--- src/sv/sprd_pdiv.sv ---
// Unsigned restoring divider, one quotient bit per stage, NumBits stages.
module sprd_pdiv #(
  parameter int unsigned NumBits  = 16,
  parameter int unsigned DenBits  = 16,
  parameter int unsigned SideBits = 1
) (
  input  logic                clk_i,
  input  logic                rst_ni,
  input  logic                en_i,
  input  logic                valid_i,
  input  logic [NumBits-1:0]  num_i,
  input  logic [DenBits-1:0]  den_i,
  input  logic [SideBits-1:0] side_i,
  output logic                valid_o,
  output logic [NumBits-1:0]  quo_o,
  output logic [SideBits-1:0] side_o
);

  logic                valid_q [NumBits];
  logic [NumBits-1:0]  num_q   [NumBits];
  logic [DenBits-1:0]  rem_q   [NumBits];
  logic [DenBits-1:0]  den_q   [NumBits];
  logic [SideBits-1:0] side_q  [NumBits];

  for (genvar k = 0; k < NumBits; k++) begin : g_stage
    logic                v_prev;
    logic [NumBits-1:0]  n_prev;
    logic [DenBits-1:0]  r_prev;
    logic [DenBits-1:0]  d_prev;
    logic [SideBits-1:0] s_prev;
    logic [DenBits:0]    trial;
    logic [DenBits:0]    diff;
    logic [NumBits-1:0]  num_d;
    logic [DenBits-1:0]  rem_d;

    if (k == 0) begin : g_first
      assign v_prev = valid_i;
      assign n_prev = num_i;
      assign r_prev = '0;
      assign d_prev = den_i;
      assign s_prev = side_i;
    end else begin : g_next
      assign v_prev = valid_q[k-1];
      assign n_prev = num_q[k-1];
      assign r_prev = rem_q[k-1];
      assign d_prev = den_q[k-1];
      assign s_prev = side_q[k-1];
    end

    // numerator shifts out at the top while quotient bits shift in at the bottom
    always_comb begin
      trial = {r_prev, n_prev[NumBits-1]};
      diff  = trial - {1'b0, d_prev};
      if (trial >= {1'b0, d_prev}) begin
        rem_d = diff[DenBits-1:0];
        num_d = {n_prev[NumBits-2:0], 1'b1};
      end else begin
        rem_d = trial[DenBits-1:0];
        num_d = {n_prev[NumBits-2:0], 1'b0};
      end
    end

    always_ff @(posedge clk_i or negedge rst_ni) begin
      if (!rst_ni) begin
        valid_q[k] <= 1'b0;
      end else if (en_i) begin
        valid_q[k] <= v_prev;
      end
    end

    always_ff @(posedge clk_i) begin
      if (en_i) begin
        num_q[k]  <= num_d;
        rem_q[k]  <= rem_d;
        den_q[k]  <= d_prev;
        side_q[k] <= s_prev;
      end
    end
  end

  assign valid_o = valid_q[NumBits-1];
  assign quo_o   = num_q[NumBits-1];
  assign side_o  = side_q[NumBits-1];

endmodule
--- config.mk ---
export PLATFORM = sky130hd
export DESIGN_NAME = sprd_pdiv
export DESIGN_NICKNAME = d
export VERILOG_FILES = /design/src/sv/sprd_pdiv.sv
export SDC_FILE = /design/constraint.sdc
export NUM_CORES = 1
export LEC_CHECK = 0
export BUFFER_PORTS_ARGS = -buffer_cell sky130_fd_sc_hd__buf_4
export CORE_MARGIN = 8
export CORE_UTILIZATION = 50
export DETAILED_ROUTE_END_ITERATION = 12
export HOLD_SLACK_MARGIN = 0.15
export PLACE_DENSITY_LB_ADDON = 0.2
export SYNTH_ARGS = -nofsm -noshare
export SYNTH_HDL_FRONTEND = slang
export SYNTH_SLANG_ARGS = --single-unit
--- constraint.sdc ---
create_clock -name clk_i -period 7.5 [get_ports clk_i]
set_input_delay 1.125 -clock clk_i [delete_from_list [all_inputs] [get_ports clk_i]]
set_output_delay 1.125 -clock clk_i [all_outputs]
set_load 0.01 [all_outputs]
==> summary.md <==
| Metric | Value |
|---|---|
| Fraction of power spent switching nets | 0.326 |
| Net count of the finished layout | 3,248 |
| Syn Area/Cell | 13.1 um2 |
| Predominant post-synthesis flop cell | edfxtp_1 |
| Setup slack at placement | 3820 ps |
| Maximum level of the CTS H-tree | 3 |
| Area leader, netlist | edfxtp_1 |
| Worst-Margin Slew | 1260 ps |
| Final min period | 3770 ps |
| Maximum fanout along the worst path | 21 |
| Crit path launch type | register |
| FF+latch count, synth | 768 |
| WP data required | 7850 ps |
| First-pass GRT wire length | 115 mm |
| Antenna cells | 0 |
| Count of antenna-violating nets left after detailed routing | 0 |
| Filler Cell Count | 5,972 |
| Internal power summed over all cells | 11.1 mW |
| Max IR drop VDD | 0.000191 V |
| Async SR Flop Fraction | 0.0208 |
| Number of endpoints with negative hold slack in the final report | 0 |
| Ratio of total power to cell area | 398 nW/um2 |
| Detailed Route WL | 71.6 mm |
| Pin count of the biggest net entering global routing | 177 |
| I/O pin count | 55 |
| CTS tree | done |
| Max-cap violations | 0 |
| Path class of the lowest-slack min-delay path | input pin to asynchronous set/reset pin |
| Total number of vias | 22,201 |
| Proportion of power drawn by flip-flops and latches | 0.390 |
| Power share of the combinational group | 0.365 |
| Later-pin clock latency in the skew report | 620 ps |
| Final cycle utilization of the critical path | 0.502 |
| Clock buffer count from CTS | 85 |
| Final Wtd Congestion | 0.937 |
| Power spent charging and discharging nets | 5.39 mW |
| Capturing element type of the critical path | register |
| Register area | 23,000 um2 |
| Antenna violations before repair | 0 |
| Number of global-route vias before repair | 22,577 |
| Total grt overflow | 0 |
| Most instantiated cells after synthesis | edfxtp_1 (752), inv_1 (295), ha_1 (242) |
| Final setup skew | 23.3 ps |
| Number of instances resized during post-cts repair | 0 |
| Top cell type's share of synthesized area | 0.607 |
| Core area | 74,100 um2 |
| Initial core utilization | 0.503 |
| Slew headroom | 0.160 |
| Part of the total power dissipated in the clock network | 0.245 |
| Largest buffer count on any clock path | 3 |
| Sink count of the clock tree | 768 |
| Maximum clock frequency | 265 MHz |
| Unrepaired setup endpoints after global routing | no |
| Detailed-routing iteration count for the pre-antenna-repair pass | 7 |
| Top-count cell post-synth | edfxtp_1 |
| Post-synthesis net count | 3,128 |
| Count of port buffers added during placement | 54 |
| DRT iter0 DRCs | 1,217 |
| Global-route met2 utilization | 0.322 |
| Proportion of synthesized chip area in sequential cells | 0.617 |
| CTS Root Buffer Type | clkbuf_16 |
| DR WL/cell | 17.9 um |
| Cell count after synthesis | 2,835 |
| Worst setup path category | register to register |
| FP Rows | 100 |
| Final HPWL from detailed placement | 51.4 mm |
| Total power consumption of the routed design | 16.5 mW |
| GR peak layer | met2 |
| Multi-input gate area in the final layout | 13,000 um2 |
| Setup WS post-layout | 3730 ps |
| Final design utilization | 0.561 |
| Setup-violating endpoint count in the final report | 0 |
| Ys Warns | 0 |
| Post-synthesis cell area | 37,200 um2 |
| Clock transition at the register clock pins on the worst setup and hold paths after CTS | 60 ps |
| Placed Instances | 3,836 |
| Min Hold Slack | 357 ps |
| Area growth, synth to finish | 11.7% |
| Post-Place Cell Area | 38,900 um2 |
| Number of enable-type register cells in the synthesized netlist | 752 |
| Buffer count from post-CTS setup fixing | 0 |
| Area contributors post-synth | edfxtp_1 (61%), ha_1 (8.1%), mux2_2 (3.9%) |
| Number of library cell types mapped by synthesis | 77 |
| Global-route total usage across every layer | 0.170 |
| Final std cell area, no fill | 41,600 um2 |
| Total Negative Setup Slacks | 0 ps |
| Met3 routing resource usage after global routing | 0.0281 |
| Outcome | completed |
| Via density per instance | 5.56 |
| Die area | 83,400 um2 |
| Remaining DRCs | 0 |
| Fraction of final layout cells sized beyond drive strength 1 | 0.117 |
| Chip Height | 289 um |
| Global-route met1 utilization | 0.190 |
| Leakage | 16.2 nW |
| Arrival time of data at the critical path endpoint | 4120 ps |
| Total count of max-transition violations in the final report | 0 |
| Cell Count, Final, Fillers Out | 3,992 |
| Horiz. Die Dim | 289 um |
| Number of buffers inserted by hold repair at cts | 0 |
## state kept, by name (all words and copies together), names as in the netlist
register,flops
valid_o,1
num_q,256
side_q,16
den_q,240
g_stage.v_prev,15
rem_q,240
## final timing paths
check / startpoint / slack (ps) / end / cells past startpoint
min in group clk_i: num_q[0][65]$_DFFE_PP_ / 410 / num_q[0][82]$_DFFE_PP_ / 0
max in group asynchronous: rst_ni / 6960 / g_stage[7].v_prev$_DFFE_PN0P_ / 1
worst max-delay path: rem_q[1][82]$_DFFE_PP_ / 3730 / rem_q[1][101]$_DFFE_PP_ / 8
worst min-delay path: rst_ni / 360 / g_stage[11].v_prev$_DFFE_PN0P_ / 1
worst min register to register: num_q[0][65]$_DFFE_PP_ / 410 / num_q[0][82]$_DFFE_PP_ / 0
worst max register to register: rem_q[1][82]$_DFFE_PP_ / 3730 / rem_q[1][101]$_DFFE_PP_ / 8
## worst max-delay path, stage by stage, from the launching register on
cell and delay, ps:
edfxtp_1 390, ha_1 380, nand3_1 170, a21oi_1 210
o31ai_1 170, a211oi_1 510, o311ai_0 280, a21oi_2 950
mux2_2 420
## layout make-up
| type | instances | share of cell area |
|---|---|---|
| timing repair buffer | 68 | 0.0134 |
| multi-input combinational | 1736 | 0.313 |
| inverter | 296 | 0.0267 |
| tap | 969 | 0.0292 |
| clock inverter | 55 | 0.0115 |
| sequential | 768 | 0.553 |
| clock buffer | 100 | 0.0540 |
## layout by cell type, fill, tap and decap left out, types with 14 or more instances in the layout
cell         n
mux2_2     130
a31oi_1     16
o21a_1      40
nor4_1      15
xor2_1      49
ha_1       242
inv_1      295
nor2b_1     44
buf_4       64
a21o_1      39
nand2_1    120
mux2i_1     18
nor2_1     201
a21boi_0    17
xnor2_1     88
clkinv_1    28
a21oi_1    162
nand2b_1    25
o31ai_1     21
fa_1        14
o31a_1      31
nand3_1     37
nor3_1      58
dfrtp_1     16
edfxtp_1   752
clkbuf_16   88
or3_1       15
o21ai_0    128
nand4_1     33
a211oi_1    18
## per-layer routing
metal | vias to the layer above | routed length [um]
met5 | - | 0
met4 | 0 | 2290
met3 | 145 | 2650
met2 | 419 | 38500
met1 | 10817 | 28200
li1 | 10820 | -
## cell families after synthesis
group | after synthesis | share of synthesized area
compound gates | 579 | 0.102
buf+inv | 331 | 0.0343
flops | 768 | 0.617
mux | 156 | 0.0466
xor+xnor | 137 | 0.0322
fa+ha+maj | 256 | 0.0889
simple gates | 608 | 0.0785
## power groups by stage
stage	logic, mW	registers [mW]	clock network (mW)
3_5_place_dp	5.96	6.53	0
4_1_cts	6.01	6.45	4.19
5_1_grt	6.68	6.53	4.35
2_1_floorplan	4.66	6.33	0
3_3_place_gp	5.75	6.51	0
6_report	6.04	6.45	4.06
Note: power is estimated with default switching activity, not from simulation.
